File: src/rtl/tte_pkg.sv
// ----------------------------------------------------------------------------
// tte_pkg
// Shared types and constants of the transposition table engine: command
// codes, the classified item passed from the front to the back, the table
// entry layout, the result item and the back-end state encoding.
// ----------------------------------------------------------------------------
`default_nettype none

package tte_pkg;

	// Default table size: 2**INDEX_BITS_DEF entries.
	localparam int INDEX_BITS_DEF = 12;

	// Depth of the queue between front and back (power of two).
	localparam int QUEUE_DEPTH = 2;

	// Field widths.
	localparam int KEY_W   = 64;
	localparam int SCORE_W = 32;
	localparam int DEPTH_W = 16;
	localparam int BOUND_W = 8;
	localparam int AGE_W   = 8;
	localparam int MOVE_W  = 32;
	localparam int FILL_W  = 13;
	localparam int CMD_W   = 2;

	// Stream widths.
	localparam int IN_DATA_W  = 152;
	localparam int IN_USER_W  = 2;
	localparam int OUT_DATA_W = 120;
	localparam int OUT_USER_W = 2;

	// Command codes.
	typedef enum logic [CMD_W-1:0] {
		CMD_STORE = 2'd0,
		CMD_PROBE = 2'd1,
		CMD_AGE   = 2'd2,
		CMD_CLEAR = 2'd3
	} cmd_t;

	// Classified item held in the front stage and the queue.
	typedef struct packed {
		cmd_t                 cmd;
		logic [KEY_W-1:0]     key;
		logic [SCORE_W-1:0]   score;
		logic [DEPTH_W-1:0]   depth;
		logic [BOUND_W-1:0]   bound;
		logic [MOVE_W-1:0]    move;
	} op_t;

	// One table entry; an all-zero entry is an empty one.
	typedef struct packed {
		logic [MOVE_W-1:0]    move;
		logic [AGE_W-1:0]     age;
		logic [BOUND_W-1:0]   bound;
		logic [DEPTH_W-1:0]   depth;
		logic [SCORE_W-1:0]   score;
		logic [KEY_W-1:0]     key;
	} entry_t;

	localparam int ENTRY_W = $bits(entry_t);

	// Result item.
	typedef struct packed {
		logic                 hit;
		logic                 written;
		logic [SCORE_W-1:0]   score;
		logic [DEPTH_W-1:0]   depth;
		logic [BOUND_W-1:0]   bound;
		logic [AGE_W-1:0]     age;
		logic [MOVE_W-1:0]    move;
		logic [FILL_W-1:0]    filled;
		logic [AGE_W-1:0]     search_age;
	} res_t;

	// Back-end sequencer states.
	typedef enum logic [1:0] {
		BK_CLEAR,
		BK_IDLE,
		BK_EXEC
	} bk_state_t;

endpackage

`default_nettype wire

File: src/rtl/tte_front.sv
// ----------------------------------------------------------------------------
// tte_front
// Input side: accepts items from the stream, decodes the command and holds
// the classified item in one register until the queue takes it.
// ----------------------------------------------------------------------------
`default_nettype none

module tte_front (
	input  wire logic                          clk,
	input  wire logic                          arst_n,
	input  wire logic                          s_tvalid,
	output logic                               s_tready,
	input  wire logic [tte_pkg::IN_DATA_W-1:0] s_tdata,
	input  wire logic [tte_pkg::IN_USER_W-1:0] s_tuser,
	output logic                               push,
	output tte_pkg::op_t                       push_op,
	input  wire logic                          q_ready
);

	logic          vld_s1;
	tte_pkg::op_t  op_s1;
	tte_pkg::op_t  op_dec;
	logic          load;

	// Decode the incoming item
	always_comb begin
		op_dec     = '0;
		op_dec.cmd = tte_pkg::cmd_t'(s_tuser[tte_pkg::CMD_W-1:0]);
		unique case (op_dec.cmd)
			tte_pkg::CMD_STORE: begin
				op_dec.key   = s_tdata[63:0];
				op_dec.score = s_tdata[95:64];
				op_dec.depth = s_tdata[111:96];
				op_dec.bound = s_tdata[119:112];
				op_dec.move  = s_tdata[151:120];
			end
			tte_pkg::CMD_PROBE: begin
				op_dec.key = s_tdata[63:0];
			end
			tte_pkg::CMD_AGE,
			tte_pkg::CMD_CLEAR: begin
				op_dec.key = '0;
			end
			default: begin
				op_dec.key = '0;
			end
		endcase
	end

	assign push     = vld_s1 && q_ready;
	assign s_tready = !vld_s1 || q_ready;
	assign load     = s_tvalid && s_tready;
	assign push_op  = op_s1;

	// Hold the item until the queue takes it
	always_ff @(posedge clk or negedge arst_n) begin
		if (!arst_n) begin
			vld_s1 <= 1'b0;
		end else if (load) begin
			vld_s1 <= 1'b1;
		end else if (push) begin
			vld_s1 <= 1'b0;
		end
	end

	always_ff @(posedge clk) begin
		if (load) begin
			op_s1 <= op_dec;
		end
	end

endmodule

`default_nettype wire

File: config.mk
export PLATFORM = sky130hd
export DESIGN_NAME = tte_front
export DESIGN_NICKNAME = d
export VERILOG_FILES = /design/src/rtl/tte_pkg.sv /design/src/rtl/tte_front.sv
export SDC_FILE = /design/constraint.sdc
export NUM_CORES = 1
export LEC_CHECK = 0
export BUFFER_PORTS_ARGS = -buffer_cell sky130_fd_sc_hd__buf_2
export CAP_MARGIN = 20
export CORE_MARGIN = 10
export CORE_UTILIZATION = 31
export CTS_CLUSTER_DIAMETER = 150
export DETAILED_ROUTE_END_ITERATION = 6
export HOLD_SLACK_MARGIN = 0.06
export PLACE_DENSITY = 0.67
export SETUP_SLACK_MARGIN = 0.4
export SYNTH_ARGS = -nofsm -noshare
export SYNTH_HDL_FRONTEND = slang
export SYNTH_SLANG_ARGS = --single-unit
File: constraint.sdc
create_clock -name clk -period 6.6 [get_ports clk]
set_input_delay 1.32 -clock clk [delete_from_list [all_inputs] [get_ports clk]]
set_output_delay 1.32 -clock clk [all_outputs]
set_load 0.1 [all_outputs]
==> impl_metrics.env, run 1 <==
export IMPL_dr_first_iter_drc_count=154
export IMPL_hpwlAfterDp_um=11600
export IMPL_end_kind="output port"
export IMPL_rows=49
export IMPL_crit_fanout=3
export IMPL_postCtsSetupBuffers=0
export IMPL_cts_tree="done"
export IMPL_final_nets=805
export IMPL_io_buffer_count=313
export IMPL_syn_to_final_growth_pct=42.0
export IMPL_grt_first_pass_wirelength_um=23500
export IMPL_outcome="finished, final reports clean"
export IMPL_clk_pin_slew_worst_paths_ns=0.06
export IMPL_period_needed_ns=3.30
export IMPL_fin_skew_ns=0.00777
export IMPL_wl_um=15800
export IMPL_dr_pass1_iters=4
export IMPL_synth_top_area_share_pct=80.7
export IMPL_yosysTopAreaCell="edfxtp_1"
export IMPL_cts_buffer_depth=2
export IMPL_final_cell_area_um2=8130
export IMPL_fillerInstances=1671
export IMPL_p_leak_nw=3.51
export IMPL_core_area_um2=18100
export IMPL_cts_hold_buffers=0
export IMPL_die_area_um2=24300
export IMPL_power_density_nw_per_um2=334
export IMPL_syn_nets=486
export IMPL_antenna_found_initial=3
export IMPL_final_hold_viol_count=0
export IMPL_netlist_area_um2=5730
export IMPL_required_ns=5.28
export IMPL_post_place_ws_ns=3.31
export IMPL_worstPathArrival_ns=1.98
export IMPL_clock_sinks=155
export IMPL_cts_resized=0
export IMPL_hold_class="flip-flop to flip-flop"
export IMPL_overflow=0
export IMPL_viasPerCell=4.19
export IMPL_cts_root_buf="clkbuf_16"
export IMPL_final_layout_size_suffix_gt1_share_pct=52.6
export IMPL_die_h_um=156
export IMPL_ys_types=9
export IMPL_worstSetupPathType="input port to output port"
export IMPL_timing_final_max_slew_violations=0
export IMPL_period_share_pct=50.0
export IMPL_max_freq_mhz=303
export IMPL_grt_pass1_vias=3972
export IMPL_placed_area_um2=7530
export IMPL_ant_nets=0
export IMPL_ys_warn_count=0
export IMPL_pin_count=314
export IMPL_detail_route_wl_per_cell_um=17.7
export IMPL_grt_max_degree=89
export IMPL_start_util_pct=31.7
export IMPL_crit_path_start_kind="input port"
export IMPL_grt_use_total_pct=12.8
export IMPL_post_route_drc_count=0
export IMPL_tightest_slew_ns=1.04
export IMPL_clkLatencyLatePin_ns=0.42
export IMPL_numCtsBuffers=17
export IMPL_seq_area_frac_synth_pct=81.2
export IMPL_fin_tns_setup_ns=0
export IMPL_cts_max_level=4
export IMPL_rsz0062_at_grt="false"
export IMPL_syn_avg_cell_area_um2=17.5
export IMPL_synth_area_leaders="edfxtp_1 (81%), and2_1 (9.8%), nor2b_1 (7.0%), buf_2 (0.61%), buf_6 (0.59%)"
export IMPL_ys_ff_latch=155
export IMPL_globalplace_congestion=0.770
export IMPL_finalSetupViolCount=0
export IMPL_vias=3733
export IMPL_netlist_instances=328
export IMPL_timing_final_ws_setup_ns=3.30
export IMPL_drv_cap=0
export IMPL_die_w_um=156
export IMPL_slew_headroom_pct=30.7
export IMPL_ir_drop_mv=0.171
## synthesized netlist by cell type
| cell | instances |
|---|---|
| buf_6 | 3 |
| clkbuf_1 | 6 |
| edfxtp_1 | 154 |
| and2_1 | 90 |
| nor2b_1 | 64 |
| dfrtp_1 | 1 |
| nand2b_1 | 2 |
| nor2_4 | 1 |
| buf_2 | 7 |
## power by group
part	total [mW]	leakage [nW]	internal [mW]	switching [mW]
clock	1.00	0.278	0.600	0.404
combinational	0.553	1.70	0.0887	0.465
sequential	1.16	1.53	1.15	0.0123
## kinds of logic (layout without fill, tap and decap cells)
family / Yosys count / in the layout / synth area share, %
buffers and inverters: 16 / 348 / 1.59
flip-flops: 155 / 155 / 81.2
other: 0 / 2 / 0
AND/OR/NAND/NOR: 157 / 157 / 17.2
## critical path, stage by stage
cell	delay, ns
buf_2	0.08
nand2b_1	0.13
buf_2	0.44
## metrics by stage
step	utilization (%)	power, mW	instances	hold WS (ns)
after floorplan	-	1.63	328	1.02
after global placement	41.6	1.74	857	0.514
after detailed placement	41.6	1.74	857	0.522
after CTS	44.9	2.75	889	0.538
after global routing	45.0	2.82	890	0.576
final	45.0	2.72	891	0.543
## final cells by class
class / instances / area, um^2 / area share [%]
flip-flops and latches: 155 / 4650 / 57.2
repair buffers: 316 / 1600 / 19.7
multi-input cells: 157 / 990 / 12.2
clock buffers: 20 / 437 / 5.37
well taps: 229 / 287 / 3.52
clock inverters: 12 / 164 / 2.02
diodes: 2 / 5.00 / 0.0615
## per-layer routing
metal,up-vias,part of all wire (%),wire (um),global-route usage [%]
met5,-,0.14,22,0
met4,4,1.4,221,4.72
met3,18,14,2210,8.27
met2,209,48,7650,20.5
met1,1720,36,5690,13.2
li1,1782,-,-,-
## flip-flops by register name, summed over array words and instances (netlist names)
signal and count:
push_op 154, vld_s1 1
## cells in the final DEF (no fill, tap or decap), drive strengths merged
cell type | synthesis | layout
buf | 10 | 316
clkbuf | 6 | 20
and2 | 90 | 90
diode | 0 | 2
nand2b | 2 | 2
clkinvlp | 0 | 4
inv | 0 | 3
clkinv | 0 | 2
nor2b | 64 | 64
bufinv | 0 | 3
edfxtp | 154 | 154
nor2 | 1 | 1
dfrtp | 1 | 1
## path summary, 6_finish.rpt
path	startpoint	end	slack [ns]	cells after the start
max	q_ready	s_tready	3.30	3
min	vld_s1	vld_s1	0.54	2
max reg2reg	vld_s1	push_op[153]	4.38	3
min reg2reg	vld_s1	vld_s1	0.54	2
max in group asynchronous	arst_n	vld_s1	5.82	1
min in group asynchronous	arst_n	vld_s1	0.68	1
Note: power is estimated with default switching activity, not from simulation.
==> inputs of run 2 (changes only) <==
PLACE_DENSITY = 0.69   (was 0.67)
clock period = 2.9 ns   (was 6.6 ns; I/O delays follow)
==> run 2 against run 1 <==
  * Sequential power is 130% higher
  * Clock power grew 130%
  * Critical path type is now flip-flop to output port
  * Via count fell by 1.1%
  * Highest routed layer unchanged
  * Setup slack got worse by 2.3 ns
==> impl_metrics.env, run 2 (synthesis results as in run 1) <==
export IMPL_utilization_pct=45.2
export IMPL_hpwlAfterDp_um=12000
export IMPL_die_w_um=156
export IMPL_most_common_layout_cells="buf_2 (313), edfxtp_1 (154), and2_1 (89)"
export IMPL_cts_tree="done"
export IMPL_die_h_um=156
export IMPL_crit_fanout=2
export IMPL_rows=49
export IMPL_p_leak_nw=3.54
export IMPL_grt_pass1_vias=3896
export IMPL_clk_pin_slew_worst_paths_ns=0.07
export IMPL_grt_first_pass_wirelength_um=22900
export IMPL_timing_final_max_slew_violations=0
export IMPL_finalSetupViolCount=0
export IMPL_seq_area_um2=4650
export IMPL_final_hold_viol_count=0
export IMPL_cts_resized=0
export IMPL_worstSetupPathType="flip-flop to output port"
export IMPL_clkLatencyLatePin_ns=0.42
export IMPL_wl_um=15800
export IMPL_start_util_pct=31.7
export IMPL_viasPerCell=4.14
export IMPL_grt_max_degree=89
export IMPL_cts_max_level=4
export IMPL_pin_count=314
export IMPL_tightest_slew_ns=0.679
export IMPL_final_nets=807
export IMPL_multiInputGateArea_um2=997
export IMPL_worstPathArrival_ns=1.36
export IMPL_crit_path_start_kind="flip-flop"
export IMPL_final_common_cell="buf_2"
export IMPL_cts_buffer_depth=2
export IMPL_clock_sinks=155
export IMPL_max_freq_mhz=514
export IMPL_fin_tns_setup_ns=0
export IMPL_overflow=0
export IMPL_dr_first_iter_drc_count=181
export IMPL_rsz0062_at_grt="false"
export IMPL_drv_cap=0
export IMPL_vias=3693
export IMPL_period_share_pct=67.0
export IMPL_post_route_drc_count=0
export IMPL_globalplace_congestion=0.722
export IMPL_finalPower_mw=6.21
export IMPL_period_needed_ns=1.94
export IMPL_outcome="finished, final reports clean"
export IMPL_io_buffer_count=313
export IMPL_end_kind="output port"
export IMPL_numCtsBuffers=17
export IMPL_slew_headroom_pct=54.7
export IMPL_fillerInstances=1637
export IMPL_hold_class="input port to flip-flop"
export IMPL_die_area_um2=24300
export IMPL_power_density_nw_per_um2=759
export IMPL_detail_route_wl_per_cell_um=17.7
export IMPL_cts_root_buf="clkbuf_16"
export IMPL_grt_use_total_pct=12.5
export IMPL_antenna_found_initial=4
export IMPL_largest_reg_flops=154
export IMPL_syn_to_final_growth_pct=42.8
export IMPL_final_layout_size_suffix_gt1_share_pct=53.2
export IMPL_required_ns=2.32
export IMPL_core_area_um2=18100
export IMPL_fin_skew_ns=0.0109
export IMPL_ant_nets=0
export IMPL_dr_pass1_iters=4
export IMPL_ir_drop_mv=0.365
run 2: cell count changes in the layout (fill, tap and decap cells not counted), sizes merged:
cell,before,now
clkbuf,20,17
clkinv,2,4
buf,316,317
diode,2,1
dlygate4sd3,0,1
inv,3,4
run 2: per-layer routing:
metal	share of wire, %	wire length, um	track usage, %	up-vias
met2	48	7550	20.3	203
met3	13	2010	7.78	15
li1	-	-	-	1783
met4	1.3	211	4.14	4
met1	38	5960	13.0	1688
met5	0.20	32	0	-
run 2: power by group:
part	switching (mW)	total (mW)	internal, mW
Sequential	0.0280	2.64	2.61
Combinational	1.06	1.27	0.208
Clock	0.932	2.30	1.37
Total	2.02	6.21	4.19
run 2: metrics by stage:
stage	instance area [um^2]	setup WS (ns)	cells	hold WS (ns)
after detailed placement	7550	0.987	858	0.355
after CTS	8180	0.925	891	0.348
after global routing	8180	0.887	892	0.358
after global placement	7550	1.02	858	0.355
final	8180	0.956	892	0.370
after floorplan	5740	0.400	328	0.284
run 2: final timing paths:
path	to	slack [ns]	depth (start not counted)	startpoint
min in group asynchronous	vld_s1	0.48	2	arst_n
hold reg to reg	vld_s1	0.54	2	vld_s1
hold / removal	vld_s1	0.37	2	s_tvalid
max in group asynchronous	vld_s1	2.34	2	arst_n
setup reg to reg	push_op[123]	1.31	3	vld_s1
setup / recovery	push	0.96	2	vld_s1
run 2: layout make-up:
type | count | area share (%)
sequential | 155 | 56.8
clock inverter | 15 | 2.31
antenna | 1 | 0.0306
tap | 229 | 3.50
timing repair buffer | 318 | 19.9
multi-input combinational | 157 | 12.2
clock buffer | 17 | 5.20
run 2: repair_timing:
item                      4_1_cts  5_1_grt
setup buffers                   0        0
hold buffers                    1        0
hold endpoints to repair        1        0
run 2: worst max-delay path, cell delays in order (launching register included):
cell	delay, ns
dfrtp_1	0.38
and2_1	0.14
buf_2	0.42
