### src/rtl/tte_pkg.sv
// ----------------------------------------------------------------------------
// tte_pkg
// Shared types and constants of the transposition table engine: command
// codes, the classified item passed from the front to the back, the table
// entry layout, the result item and the back-end state encoding.
// ----------------------------------------------------------------------------
`default_nettype none

package tte_pkg;

	// Default table size: 2**INDEX_BITS_DEF entries.
	localparam int INDEX_BITS_DEF = 12;

	// Depth of the queue between front and back (power of two).
	localparam int QUEUE_DEPTH = 2;

	// Field widths.
	localparam int KEY_W   = 64;
	localparam int SCORE_W = 32;
	localparam int DEPTH_W = 16;
	localparam int BOUND_W = 8;
	localparam int AGE_W   = 8;
	localparam int MOVE_W  = 32;
	localparam int FILL_W  = 13;
	localparam int CMD_W   = 2;

	// Stream widths.
	localparam int IN_DATA_W  = 152;
	localparam int IN_USER_W  = 2;
	localparam int OUT_DATA_W = 120;
	localparam int OUT_USER_W = 2;

	// Command codes.
	typedef enum logic [CMD_W-1:0] {
		CMD_STORE = 2'd0,
		CMD_PROBE = 2'd1,
		CMD_AGE   = 2'd2,
		CMD_CLEAR = 2'd3
	} cmd_t;

	// Classified item held in the front stage and the queue.
	typedef struct packed {
		cmd_t                 cmd;
		logic [KEY_W-1:0]     key;
		logic [SCORE_W-1:0]   score;
		logic [DEPTH_W-1:0]   depth;
		logic [BOUND_W-1:0]   bound;
		logic [MOVE_W-1:0]    move;
	} op_t;

	// One table entry; an all-zero entry is an empty one.
	typedef struct packed {
		logic [MOVE_W-1:0]    move;
		logic [AGE_W-1:0]     age;
		logic [BOUND_W-1:0]   bound;
		logic [DEPTH_W-1:0]   depth;
		logic [SCORE_W-1:0]   score;
		logic [KEY_W-1:0]     key;
	} entry_t;

	localparam int ENTRY_W = $bits(entry_t);

	// Result item.
	typedef struct packed {
		logic                 hit;
		logic                 written;
		logic [SCORE_W-1:0]   score;
		logic [DEPTH_W-1:0]   depth;
		logic [BOUND_W-1:0]   bound;
		logic [AGE_W-1:0]     age;
		logic [MOVE_W-1:0]    move;
		logic [FILL_W-1:0]    filled;
		logic [AGE_W-1:0]     search_age;
	} res_t;

	// Back-end sequencer states.
	typedef enum logic [1:0] {
		BK_CLEAR,
		BK_IDLE,
		BK_EXEC
	} bk_state_t;

endpackage

`default_nettype wire

### src/rtl/tte_queue.sv
// ----------------------------------------------------------------------------
// tte_queue
// Short first-in first-out queue of classified items between the front and
// the back, so that either side can stall without stopping the other.
// ----------------------------------------------------------------------------
`default_nettype none

module tte_queue (
	input  wire logic         clk,
	input  wire logic         arst_n,
	input  wire logic         push,
	input  wire tte_pkg::op_t push_op,
	output logic              q_ready,
	input  wire logic         pop,
	output logic              q_valid,
	output tte_pkg::op_t      head
);

	localparam int PTR_W = (tte_pkg::QUEUE_DEPTH > 1) ? $clog2(tte_pkg::QUEUE_DEPTH) : 1;
	localparam int CNT_W = $clog2(tte_pkg::QUEUE_DEPTH + 1);

	tte_pkg::op_t     slot_q [tte_pkg::QUEUE_DEPTH];
	logic [PTR_W-1:0] wr_ptr_q;
	logic [PTR_W-1:0] rd_ptr_q;
	logic [CNT_W-1:0] cnt_q;

	assign q_ready = (cnt_q != CNT_W'(tte_pkg::QUEUE_DEPTH));
	assign q_valid = (cnt_q != '0);
	assign head    = slot_q[rd_ptr_q];

	// Advance pointers and fill count
	always_ff @(posedge clk or negedge arst_n) begin
		if (!arst_n) begin
			wr_ptr_q <= '0;
			rd_ptr_q <= '0;
			cnt_q    <= '0;
		end else begin
			if (push) begin
				wr_ptr_q <= wr_ptr_q + PTR_W'(1);
			end
			if (pop) begin
				rd_ptr_q <= rd_ptr_q + PTR_W'(1);
			end
			if (push && !pop) begin
				cnt_q <= cnt_q + CNT_W'(1);
			end else if (pop && !push) begin
				cnt_q <= cnt_q - CNT_W'(1);
			end
		end
	end

	// Store the pushed item
	always_ff @(posedge clk) begin
		if (push) begin
			slot_q[wr_ptr_q] <= push_op;
		end
	end

endmodule

`default_nettype wire

### config.mk
export PLATFORM = sky130hd
export DESIGN_NAME = tte_queue
export DESIGN_NICKNAME = d
export VERILOG_FILES = /design/src/rtl/tte_pkg.sv /design/src/rtl/tte_queue.sv
export SDC_FILE = /design/constraint.sdc
export NUM_CORES = 1
export LEC_CHECK = 0
export BUFFER_PORTS_ARGS = -buffer_cell sky130_fd_sc_hd__buf_2
export CORE_MARGIN = 5
export CORE_UTILIZATION = 30
export CTS_BUF_LIST = sky130_fd_sc_hd__clkbuf_16
export CTS_CLUSTER_DIAMETER = 50
export CTS_CLUSTER_SIZE = 40
export DETAILED_ROUTE_END_ITERATION = 10
export SYNTH_ARGS = -nofsm -noshare
export SYNTH_HDL_FRONTEND = slang
export SYNTH_SLANG_ARGS = --single-unit
### constraint.sdc
create_clock -name clk -period 25.2 [get_ports clk]
set_clock_uncertainty 0.2 [all_clocks]
set_input_delay 2.52 -clock clk [delete_from_list [all_inputs] [get_ports clk]]
set_output_delay 2.52 -clock clk [all_outputs]
set_load 0.01 [all_outputs]
==> flow_results.xml, run 1 <==
<?xml version="1.0" encoding="UTF-8"?>
<metrics>
  <group name="global_routing">
    <metric name="first_global_vias" unit="">6189</metric>
    <metric name="use_met3" unit="%">3.85</metric>
    <metric name="grt_first_pass_wirelength" unit="um">35000</metric>
    <metric name="global_route.usage.met1" unit="%">12.7</metric>
    <metric name="grt_busiest_layer" unit="">met2</metric>
    <metric name="grt_util_all_layers" unit="%">10.6</metric>
    <metric name="antenna_violations_before_repair" unit="">6</metric>
    <metric name="grt_max_degree" unit="">69</metric>
    <metric name="grt_util_met2" unit="%">17.8</metric>
    <metric name="grt_overflow" unit="">0</metric>
  </group>
  <group name="cts">
    <metric name="cts.clk_slew.worst_paths" unit="ns">0.06</metric>
    <metric name="worst_skew_late_latency" unit="ns">0.54</metric>
    <metric name="clk_root_buffer_cell" unit="">sky130_fd_sc_hd__clkbuf_16</metric>
    <metric name="cts_buffers" unit="">30</metric>
    <metric name="tritoncts" unit="">done</metric>
    <metric name="cts_hold_buffers" unit="">0</metric>
    <metric name="post-cts-setup-buffers" unit="">0</metric>
    <metric name="clock_sinks" unit="">312</metric>
    <metric name="cts-htree-levels" unit="">1</metric>
    <metric name="clock_path_buffers" unit="">3</metric>
    <metric name="postCtsResizedCells" unit="">0</metric>
  </group>
  <group name="power">
    <metric name="internal_power" unit="mW">1.16</metric>
    <metric name="netSwitchingFraction" unit="%">28.9</metric>
    <metric name="power.share.clock" unit="%">29.3</metric>
    <metric name="power.share.sequential" unit="%">44.2</metric>
    <metric name="power.leakage" unit="nW">5.38</metric>
    <metric name="power_density" unit="nW/um2">112</metric>
    <metric name="p_switching" unit="mW">0.472</metric>
    <metric name="irDropWorstVdd" unit="V">0.0000668</metric>
    <metric name="combinationalPowerShare" unit="%">26.5</metric>
  </group>
  <group name="placement">
    <metric name="port-buffer-count" unit="">313</metric>
    <metric name="postPlaceCellArea" unit="um2">13400</metric>
    <metric name="place_inst" unit="">1309</metric>
    <metric name="detailed_place_hpwl" unit="um">15900</metric>
    <metric name="gp_congestion" unit="">0.716</metric>
  </group>
  <group name="synth">
    <metric name="synth.yosys.seq_area_share" unit="%">82.1</metric>
    <metric name="synth-warning-count" unit="">0</metric>
    <metric name="post_synth_inst_count" unit="">495</metric>
    <metric name="postSynthRegisterBits" unit="">312</metric>
    <metric name="synthesis.nets" unit="">654</metric>
    <metric name="post_synthesis_mean_instance_area" unit="um2">23.0</metric>
    <metric name="synth_area_leaders" unit="">sky130_fd_sc_hd__edfxtp_1 81%, sky130_fd_sc_hd__mux2_2 15%, sky130_fd_sc_hd__clkbuf_8 1.2%</metric>
    <metric name="synth_largest_type_area_fraction" unit="%">81.2</metric>
    <metric name="synthesis.area" unit="um2">11400</metric>
    <metric name="yosysTopAreaCell" unit="">sky130_fd_sc_hd__edfxtp_1</metric>
    <metric name="netlist-cell-type-count" unit="">14</metric>
  </group>
  <group name="setup_path">
    <metric name="worst-path-max-fanout" unit="">60</metric>
    <metric name="worst-endpoint-required" unit="ns">22.48</metric>
    <metric name="critPathArrivalTime" unit="ns">2.71</metric>
    <metric name="timing.critical_path.slowest_stage_cell" unit="">sky130_fd_sc_hd__dfrtp_4</metric>
    <metric name="crit_chain" unit="">buf_4 -&gt; mux2_2 -&gt; buf_2</metric>
    <metric name="start_kind" unit="">flip-flop</metric>
    <metric name="critical_path.endpoint_type" unit="">output port</metric>
    <metric name="cp_slowest_stage_delay" unit="ns">0.79</metric>
    <metric name="worstSetupPathType" unit="">reg2out</metric>
  </group>
  <group name="floorplanning">
    <metric name="die_h" unit="um">205</metric>
    <metric name="placeableCoreArea" unit="um2">37600</metric>
    <metric name="floorplan.initialDensity" unit="%">30.3</metric>
    <metric name="die_w" unit="um">205</metric>
    <metric name="pin_count" unit="">314</metric>
    <metric name="rows" unit="">71</metric>
    <metric name="die_area" unit="um2">42000</metric>
  </group>
  <group name="outcome">
    <metric name="outcome" unit="">finished, final reports clean</metric>
  </group>
  <group name="routing">
    <metric name="drtAntennaViolNets" unit="">0</metric>
    <metric name="wirelength" unit="um">23600</metric>
    <metric name="viasPerCell" unit="">4.24</metric>
    <metric name="via_count" unit="">5784</metric>
    <metric name="drtIter0Drc" unit="">232</metric>
    <metric name="detail_route.wl_per_cell" unit="um">17.3</metric>
    <metric name="drt_drc_violations_left" unit="">0</metric>
    <metric name="drtPass1Iterations" unit="">4</metric>
  </group>
  <group name="sta">
    <metric name="timing.final.max_slew_violations" unit="">0</metric>
    <metric name="grt_setup_unrepaired" unit="">false</metric>
    <metric name="finalSetupViolations" unit="">0</metric>
    <metric name="fmaxAchievable" unit="MHz">184</metric>
    <metric name="hold_viol_final" unit="">0</metric>
    <metric name="worst-slew-pin-transition" unit="ns">0.961</metric>
    <metric name="final_tns_setup" unit="ns">0</metric>
    <metric name="period_needed" unit="ns">5.43</metric>
    <metric name="slew_headroom" unit="%">35.9</metric>
    <metric name="min_period_over_period" unit="%">21.5</metric>
  </group>
  <group name="cells_and_area">
    <metric name="num-fill-cells" unit="">3466</metric>
    <metric name="postLayoutCellArea" unit="um2">14500</metric>
    <metric name="mostFrequentLayoutCells" unit="">313 x sky130_fd_sc_hd__buf_2, 308 x sky130_fd_sc_hd__edfxtp_1, 154 x sky130_fd_sc_hd__mux2_2, 31 x sky130_fd_sc_hd__clkbuf_16, 7 x sky130_fd_sc_hd__buf_4</metric>
    <metric name="finish.net_count" unit="">989</metric>
    <metric name="layout.cells.non_filler" unit="">1365</metric>
    <metric name="layout_commonest_cell" unit="">sky130_fd_sc_hd__buf_2</metric>
    <metric name="area_growth_from_synthesis_to_final_layout" unit="%">27.7</metric>
    <metric name="final_layout_size_suffix_gt1_share" unit="%">61.9</metric>
  </group>
  <group name="worst_hold_path">
    <metric name="hold_path_class" unit="">reg2reg</metric>
  </group>
  <group name="run">
    <metric name="cap_viol_max_count" unit="">0</metric>
  </group>
</metrics>
[registers in the layout, indices dropped and copies added, names as in the netlist]
signal    cells
wr_ptr_q      1
slot_q      308
cnt_q         2
rd_ptr_q      1
[per-stage QoR]
step / hold WS [ns] / power (mW) / setup WS (ns) / util [%]
after floorplan: 0.255 / 1.04 / 15.13 / -
after global placement: 0.272 / 1.18 / 20.26 / 35.8
after detailed placement: 0.282 / 1.18 / 20.25 / 35.8
after CTS: 0.291 / 1.67 / 19.64 / 38.7
after global routing: 0.311 / 1.71 / 19.59 / 38.7
final: 0.286 / 1.63 / 19.77 / 38.7
[power groups by stage]
stage / logic, mW / registers (mW) / clock network [mW]
floorplan: 0.303 / 0.736 / 0
global placement: 0.447 / 0.731 / 0
detailed placement: 0.446 / 0.735 / 0
CTS: 0.449 / 0.724 / 0.494
global route: 0.470 / 0.731 / 0.514
finish: 0.432 / 0.722 / 0.477
[synth_stat cells (all sizes together)]
| library cell | n |
|---|---|
| dfrtp | 4 |
| nand2b | 1 |
| inv | 1 |
| buf | 7 |
| ha | 1 |
| or2 | 1 |
| mux2 | 154 |
| nor2b | 1 |
| and2 | 1 |
| clkbuf | 10 |
| xor2 | 4 |
| edfxtp | 308 |
| nor2 | 1 |
| xnor2 | 1 |
[cell families after synthesis]
| family | after synthesis | synth area share (%) |
|---|---|---|
| multiplexers | 154 | 15.2 |
| AND/OR/NAND/NOR | 5 | 0.253 |
| buffers and inverters | 18 | 1.93 |
| adder cells (fa/ha/maj) | 1 | 0.110 |
| XOR/XNOR | 5 | 0.385 |
| flip-flops | 312 | 82.1 |
[layout make-up]
type / instances / area, um2 / area share, %
Sequential cell: 312 / 9350 / 64.3
Multi-Input combinational cell: 165 / 1830 / 12.6
Timing Repair Buffer: 320 / 1620 / 11.1
Clock buffer: 31 / 776 / 5.34
Tap cell: 511 / 639 / 4.40
Clock inverter: 24 / 318 / 2.19
Inverter: 1 / 3.75 / 0.0258
Antenna cell: 1 / 2.50 / 0.0172
[critical path, delay by kind of cell, from the launching register on]
family | cells | cell delay (ns)
buffers and inverters | 2 | 0.89
flip-flops | 1 | 0.79
multiplexers | 1 | 0.44
[per-layer routing]
layer | up-vias | share of wire (%)
li1 | 2656 | -
met1 | 2854 | 40
met2 | 216 | 48
met3 | 48 | 9.2
met4 | 10 | 2.6
met5 | - | 0.25
[worst paths after layout]
check,start,to,slack (ns),cells after the start
setup / recovery,rd_ptr_q,head[132],19.77,3
max in group asynchronous,arst_n,rd_ptr_q,23.09,1
hold reg to reg,cnt_q[1],cnt_q[1],0.29,1
min in group asynchronous,arst_n,rd_ptr_q,1.57,1
hold / removal,cnt_q[1],cnt_q[1],0.29,1
setup reg to reg,wr_ptr_q,slot_q[0][40],22.72,3
Note: power is estimated with default switching activity, not from simulation.
==> inputs of run 2 (changes only) <==
==> constraint.sdc (replaced) <==
create_clock -name clk -period 5.3 [get_ports clk]
set_clock_uncertainty 0.2 [all_clocks]
set_input_delay 0.53 -clock clk [delete_from_list [all_inputs] [get_ports clk]]
set_output_delay 0.53 -clock clk [all_outputs]
set_load 0.01 [all_outputs]
==> flow_results.xml, run 2 (synthesis results as in run 1) <==
<?xml version="1.0" encoding="UTF-8"?>
<metrics>
  <group name="setup_path">
    <metric name="critical_path.endpoint_type" unit="">output port</metric>
    <metric name="timing.critical_path.slowest_stage_cell" unit="">sky130_fd_sc_hd__dfrtp_4</metric>
    <metric name="cp_slowest_stage_delay" unit="ns">1.01</metric>
    <metric name="critPathArrivalTime" unit="ns">2.67</metric>
    <metric name="worst-endpoint-required" unit="ns">4.57</metric>
    <metric name="worstSetupPathType" unit="">reg2out</metric>
    <metric name="worst-path-max-fanout" unit="">66</metric>
    <metric name="critical_path.reg2reg.startpoint" unit="">wr_ptr_q</metric>
    <metric name="start_kind" unit="">flip-flop</metric>
    <metric name="r2r_setup_slk" unit="ns">3.01</metric>
    <metric name="worst_setup_sp" unit="">rd_ptr_q</metric>
    <metric name="crit_chain" unit="">buf_12 -&gt; mux2_2 -&gt; buf_2</metric>
  </group>
  <group name="global_routing">
    <metric name="grt_util_all_layers" unit="%">11.5</metric>
    <metric name="grt_first_pass_wirelength" unit="um">37600</metric>
    <metric name="antenna_violations_before_repair" unit="">0</metric>
    <metric name="grt_overflow" unit="">0</metric>
    <metric name="grt_max_degree" unit="">90</metric>
    <metric name="first_global_vias" unit="">6929</metric>
  </group>
  <group name="routing">
    <metric name="via_count" unit="">6371</metric>
    <metric name="viasPerCell" unit="">4.17</metric>
    <metric name="wirelength" unit="um">25000</metric>
    <metric name="drtPass1Iterations" unit="">5</metric>
    <metric name="detail_route.wl_per_cell" unit="um">16.4</metric>
    <metric name="drt_drc_violations_left" unit="">0</metric>
    <metric name="drtAntennaViolNets" unit="">0</metric>
    <metric name="drtIter0Drc" unit="">254</metric>
  </group>
  <group name="worst_hold_path">
    <metric name="holdCritStartpoint" unit="">push</metric>
    <metric name="hold_path_class" unit="">in2reg</metric>
  </group>
  <group name="placement">
    <metric name="detailed_place_hpwl" unit="um">15600</metric>
    <metric name="port-buffer-count" unit="">313</metric>
    <metric name="gp_congestion" unit="">0.708</metric>
  </group>
  <group name="cells_and_area">
    <metric name="max_flop_register" unit="">slot_q</metric>
    <metric name="mostFrequentLayoutCells" unit="">313 x sky130_fd_sc_hd__buf_2, 308 x sky130_fd_sc_hd__edfxtp_1, 156 x sky130_fd_sc_hd__dlygate4sd3_1, 154 x sky130_fd_sc_hd__mux2_2, 37 x sky130_fd_sc_hd__clkbuf_16</metric>
    <metric name="largest_registers" unit="">slot_q x308, cnt_q x2</metric>
    <metric name="max_ffs_per_register" unit="">308</metric>
    <metric name="diodes" unit="">0</metric>
    <metric name="layout_commonest_cell" unit="">sky130_fd_sc_hd__buf_2</metric>
    <metric name="final_layout_size_suffix_gt1_share" unit="%">53.0</metric>
    <metric name="area_growth_from_synthesis_to_final_layout" unit="%">43.2</metric>
    <metric name="finish.net_count" unit="">1150</metric>
  </group>
  <group name="floorplanning">
    <metric name="die_h" unit="um">205</metric>
    <metric name="floorplan.initialDensity" unit="%">30.3</metric>
    <metric name="die_area" unit="um2">42000</metric>
    <metric name="placeableCoreArea" unit="um2">37600</metric>
    <metric name="pin_count" unit="">314</metric>
    <metric name="die_w" unit="um">205</metric>
    <metric name="rows" unit="">71</metric>
  </group>
  <group name="power">
    <metric name="totalPowerFinal" unit="mW">8.20</metric>
    <metric name="power_density" unit="nW/um2">503</metric>
    <metric name="power.leakage" unit="nW">6.13</metric>
    <metric name="irDropWorstVdd" unit="V">0.000335</metric>
  </group>
  <group name="cts">
    <metric name="tritoncts" unit="">done</metric>
    <metric name="clock_path_buffers" unit="">3</metric>
    <metric name="clk_root_buffer_cell" unit="">sky130_fd_sc_hd__clkbuf_16</metric>
    <metric name="clock_sinks" unit="">312</metric>
    <metric name="cts-htree-levels" unit="">2</metric>
    <metric name="cts_buffers" unit="">36</metric>
    <metric name="worst_skew_late_latency" unit="ns">0.51</metric>
    <metric name="cts.clk_slew.worst_paths" unit="ns">0.06</metric>
  </group>
  <group name="sta">
    <metric name="hold_viol_final" unit="">0</metric>
    <metric name="timing.final.max_slew_violations" unit="">0</metric>
    <metric name="min_period_over_period" unit="%">64.1</metric>
    <metric name="fmaxAchievable" unit="MHz">294</metric>
    <metric name="final_tns_setup" unit="ns">0</metric>
    <metric name="period_needed" unit="ns">3.40</metric>
    <metric name="slew_headroom" unit="%">35.9</metric>
    <metric name="worst-slew-pin-transition" unit="ns">0.961</metric>
    <metric name="finalSetupViolations" unit="">0</metric>
    <metric name="grt_setup_unrepaired" unit="">false</metric>
  </group>
  <group name="run">
    <metric name="cap_viol_max_count" unit="">0</metric>
  </group>
  <group name="outcome">
    <metric name="outcome" unit="">finished, final reports clean</metric>
  </group>
</metrics>
==> run 2: cell types whose count changed in the layout (fill, tap and decap cells not counted), moves of 3 or more <==
cell	previous run	this run
sky130_fd_sc_hd__dlygate4sd3_1	0	156
sky130_fd_sc_hd__clkbuf_16	31	37
sky130_fd_sc_hd__buf_4	7	3
sky130_fd_sc_hd__clkinv_1	5	1
sky130_fd_sc_hd__buf_12	0	3
==> run 2: cell type report <==
class,instances,area (um2)
fill,3321,21300
sequential,312,9350
timing repair buffer,475,3210
multi-input combinational,165,1830
clock buffer,37,926
tap,511,639
clock inverter,27,347
inverter,1,3.75
==> run 2: repair_timing <==
item,4_1_cts,5_1_grt
buffers inserted,0,0
hold buffers,156,0
resized for setup,0,0
hold endpoints to repair,313,0
==> run 2: metal layers <==
| layer | part of all wire, % | routed length, um | up-vias | global-route usage, % |
|---|---|---|---|---|
| met5 | 0 | 0 | - | 0 |
| li1 | - | - | 2973 | - |
| met3 | 7.5 | 1870 | 55 | 3.50 |
| met4 | 3.0 | 762 | 0 | 4.93 |
| met2 | 50 | 12600 | 221 | 19.7 |
| met1 | 39 | 9790 | 3122 | 13.4 |
==> run 2: where the power goes <==
group	internal, mW	switching [mW]
clock	1.52	1.04
combinational	1.03	1.12
sequential	3.27	0.202
==> run 2: metrics by stage <==
stage,std cells,hold WS (ns),worst slack [ns],utilization (%),area (um2)
6_report,1528,0.0540,1.90,43.4,16300
5_1_grt,1528,0.0565,1.78,43.4,16300
4_1_cts,1528,0.00547,1.82,43.4,16300
3_5_place_dp,1308,0.145,2.40,35.9,13500
3_3_place_gp,1308,0.155,2.39,35.9,13500
2_1_floorplan,495,0.0344,0.119,-,11400
==> run 2: critical path, delay by kind of cell (launching register included) <==
family | cells | cell delay (ns)
buf+inv | 2 | 0.50
flops | 1 | 1.01
mux | 1 | 0.41
==> run 2: worst paths after layout <==
path / end / cells past startpoint
worst max register to register: slot_q[0][117] / 2
min in group asynchronous: wr_ptr_q / 2
worst max-delay path: head[45] / 3
worst min-delay path: wr_ptr_q / 2
worst min register to register: cnt_q[1] / 1
max in group asynchronous: rd_ptr_q / 2
==> inputs of run 3 (changes only) <==
==> constraint.sdc (replaced) <==
create_clock -name clk -period 2.9 [get_ports clk]
set_clock_uncertainty 0.2 [all_clocks]
set_input_delay 0.29 -clock clk [delete_from_list [all_inputs] [get_ports clk]]
set_output_delay 0.29 -clock clk [all_outputs]
set_load 0.01 [all_outputs]
==> flow_results.xml, run 3 (synthesis results as in run 1) <==
<?xml version="1.0" encoding="UTF-8"?>
<metrics>
  <group name="power">
    <metric name="p_switching" unit="mW">4.12</metric>
    <metric name="power.share.sequential" unit="%">44.0</metric>
    <metric name="internal_power" unit="mW">10.1</metric>
    <metric name="irDropWorstVdd" unit="V">0.000599</metric>
    <metric name="power_density" unit="nW/um2">882</metric>
    <metric name="netSwitchingFraction" unit="%">29.0</metric>
    <metric name="power.leakage" unit="nW">6.04</metric>
    <metric name="power.share.clock" unit="%">27.2</metric>
    <metric name="combinationalPowerShare" unit="%">28.8</metric>
  </group>
  <group name="floorplanning">
    <metric name="rows" unit="">71</metric>
    <metric name="pin_count" unit="">314</metric>
    <metric name="die_w" unit="um">205</metric>
    <metric name="floorplan.initialDensity" unit="%">30.3</metric>
    <metric name="die_area" unit="um2">42000</metric>
    <metric name="die_h" unit="um">205</metric>
    <metric name="placeableCoreArea" unit="um2">37600</metric>
  </group>
  <group name="routing">
    <metric name="viasPerCell" unit="">4.18</metric>
    <metric name="via_count" unit="">6363</metric>
    <metric name="drt_drc_violations_left" unit="">0</metric>
    <metric name="drtAntennaViolNets" unit="">0</metric>
    <metric name="drtPass1Iterations" unit="">4</metric>
    <metric name="drtIter0Drc" unit="">215</metric>
    <metric name="wirelength" unit="um">24400</metric>
    <metric name="detail_route.wl_per_cell" unit="um">16.0</metric>
  </group>
  <group name="cts">
    <metric name="cts_hold_buffers" unit="">158</metric>
    <metric name="worst_skew_late_latency" unit="ns">0.54</metric>
    <metric name="tritoncts" unit="">done</metric>
    <metric name="clk_root_buffer_cell" unit="">sky130_fd_sc_hd__clkbuf_16</metric>
    <metric name="cts-htree-levels" unit="">1</metric>
    <metric name="post-cts-setup-buffers" unit="">0</metric>
    <metric name="clock_path_buffers" unit="">3</metric>
    <metric name="cts_buffers" unit="">28</metric>
    <metric name="cts.clk_slew.worst_paths" unit="ns">0.07</metric>
    <metric name="postCtsResizedCells" unit="">0</metric>
    <metric name="clock_sinks" unit="">312</metric>
  </group>
  <group name="cells_and_area">
    <metric name="largest_registers" unit="">slot_q x308, cnt_q x2</metric>
    <metric name="max_ffs_per_register" unit="">308</metric>
    <metric name="mostFrequentLayoutCells" unit="">313 x sky130_fd_sc_hd__buf_2, 308 x sky130_fd_sc_hd__edfxtp_1, 158 x sky130_fd_sc_hd__dlygate4sd3_1, 154 x sky130_fd_sc_hd__mux2_2, 29 x sky130_fd_sc_hd__clkbuf_16</metric>
    <metric name="max_flop_register" unit="">slot_q</metric>
    <metric name="num-fill-cells" unit="">3322</metric>
    <metric name="layout.cells.non_filler" unit="">1524</metric>
    <metric name="finish.net_count" unit="">1149</metric>
    <metric name="layout_commonest_cell" unit="">sky130_fd_sc_hd__buf_2</metric>
    <metric name="postLayoutCellArea" unit="um2">16100</metric>
    <metric name="final_layout_size_suffix_gt1_share" unit="%">52.4</metric>
    <metric name="area_growth_from_synthesis_to_final_layout" unit="%">41.5</metric>
  </group>
  <group name="sta">
    <metric name="slew_headroom" unit="%">53.2</metric>
    <metric name="fmaxAchievable" unit="MHz">370</metric>
    <metric name="finalSetupViolations" unit="">0</metric>
    <metric name="worst-slew-pin-transition" unit="ns">0.702</metric>
    <metric name="grt_setup_unrepaired" unit="">false</metric>
    <metric name="hold_viol_final" unit="">0</metric>
    <metric name="min_period_over_period" unit="%">93.1</metric>
    <metric name="timing.final.max_slew_violations" unit="">0</metric>
    <metric name="period_needed" unit="ns">2.70</metric>
    <metric name="final_tns_setup" unit="ns">0</metric>
  </group>
  <group name="global_routing">
    <metric name="grt_first_pass_wirelength" unit="um">37200</metric>
    <metric name="first_global_vias" unit="">6850</metric>
    <metric name="grt_util_all_layers" unit="%">11.1</metric>
    <metric name="grt_max_degree" unit="">106</metric>
    <metric name="grt_overflow" unit="">0</metric>
    <metric name="antenna_violations_before_repair" unit="">0</metric>
  </group>
  <group name="setup_path">
    <metric name="timing.critical_path.slowest_stage_cell" unit="">sky130_fd_sc_hd__dfrtp_4</metric>
    <metric name="r2r_setup_slk" unit="ns">1.15</metric>
    <metric name="reg2regPathDepth" unit="">2</metric>
    <metric name="worstSetupPathType" unit="">reg2out</metric>
    <metric name="critPathArrivalTime" unit="ns">2.21</metric>
    <metric name="crit_chain" unit="">buf_12 -&gt; mux2_2 -&gt; buf_2</metric>
    <metric name="worst-path-max-fanout" unit="">45</metric>
    <metric name="critical_path.reg2reg.startpoint" unit="">wr_ptr_q</metric>
    <metric name="worst-endpoint-required" unit="ns">2.41</metric>
    <metric name="critical_path.endpoint_type" unit="">output port</metric>
    <metric name="start_kind" unit="">flip-flop</metric>
    <metric name="worst_r2r_endpoint" unit="">slot_q[1][84]</metric>
    <metric name="cp_slowest_stage_delay" unit="ns">0.74</metric>
  </group>
  <group name="worst_hold_path">
    <metric name="hold_path_class" unit="">in2reg</metric>
    <metric name="holdCritStartpoint" unit="">push_op[66]</metric>
    <metric name="min_delay_worst_endpoint" unit="">slot_q[0][66]</metric>
    <metric name="holdPathStages" unit="">2</metric>
  </group>
  <group name="placement">
    <metric name="port-buffer-count" unit="">313</metric>
    <metric name="postPlaceCellArea" unit="um2">13500</metric>
    <metric name="gp_congestion" unit="">0.759</metric>
    <metric name="detailed_place_hpwl" unit="um">15700</metric>
    <metric name="place_inst" unit="">1313</metric>
  </group>
  <group name="run">
    <metric name="cap_viol_max_count" unit="">0</metric>
  </group>
  <group name="outcome">
    <metric name="outcome" unit="">finished, final reports clean</metric>
  </group>
</metrics>
[run 3: cell types whose count changed in the layout (fill, tap and decap cells not counted), moves of 2 or more]
| cell | previous run | this run |
|---|---|---|
| sky130_fd_sc_hd__inv_6 | 3 | 6 |
| sky130_fd_sc_hd__inv_8 | 5 | 1 |
| sky130_fd_sc_hd__clkbuf_16 | 37 | 29 |
| sky130_fd_sc_hd__buf_4 | 3 | 5 |
| sky130_fd_sc_hd__clkinv_1 | 1 | 4 |
| sky130_fd_sc_hd__buf_12 | 3 | 6 |
| sky130_fd_sc_hd__clkinv_8 | 5 | 2 |
| sky130_fd_sc_hd__dlygate4sd3_1 | 156 | 158 |
[run 3: power groups by stage]
stage	Combinational (mW)	Clock [mW]	Sequential, mW
after floorplan	2.64	0	6.26
after global placement	4.02	0	6.33
after detailed placement	4.02	0	6.37
after CTS	4.22	4.00	6.27
after global routing	4.42	4.20	6.34
final	4.09	3.87	6.26
[run 3: metal layers]
metal,up-vias,part of all wire [%],global-route usage [%]
li1,2975,-,-
met3,48,7.0,3.32
met2,196,52,19.8
met5,-,0,0
met1,3144,38,12.7
met4,0,3.1,3.64
[run 3: worst max-delay path, delay by kind of cell (launching register included)]
kind                   cells  cell delay [ns]
flip-flops                 1             0.74
buffers and inverters      2             0.48
multiplexers               1             0.40
[run 3: how the worst max path moves through the flow]
stage / to / slack (ns) / start / depth (start not counted)
after global routing: head[0] / 0.06 / rd_ptr_q / 3
after global placement: head[145] / 0.72 / rd_ptr_q / 3
after detailed placement: head[145] / 0.71 / rd_ptr_q / 3
after floorplan: slot_q[0][0] / -0.43 / wr_ptr_q / 1
final: head[145] / 0.20 / rd_ptr_q / 3
after CTS: head[145] / 0.09 / rd_ptr_q / 3
[run 3: per-stage QoR]
stage               utilization (%)  hold WS, ns  setup slack, ns  power (mW)
detailed placement             36.1       -0.101            0.714        10.4
global route                   42.9        0.223           0.0583        15.0
finish                         42.9        0.256            0.199        14.2
CTS                            42.9        0.215           0.0907        14.5
global placement               36.1      -0.0956            0.716        10.4
floorplan                         -       -0.206           -0.432        8.90
[run 3: layout make-up]
type                       instances  area, um2  share of cell area [%]
sequential                       312       9350                    58.0
antenna                            1       2.50                  0.0155
clock buffer                      29        726                    4.50
tap                              511        639                    3.97
clock inverter                    23        260                    1.61
timing repair buffer             482       3310                    20.5
inverter                           1       3.75                  0.0233
multi-input combinational        165       1830                    11.3
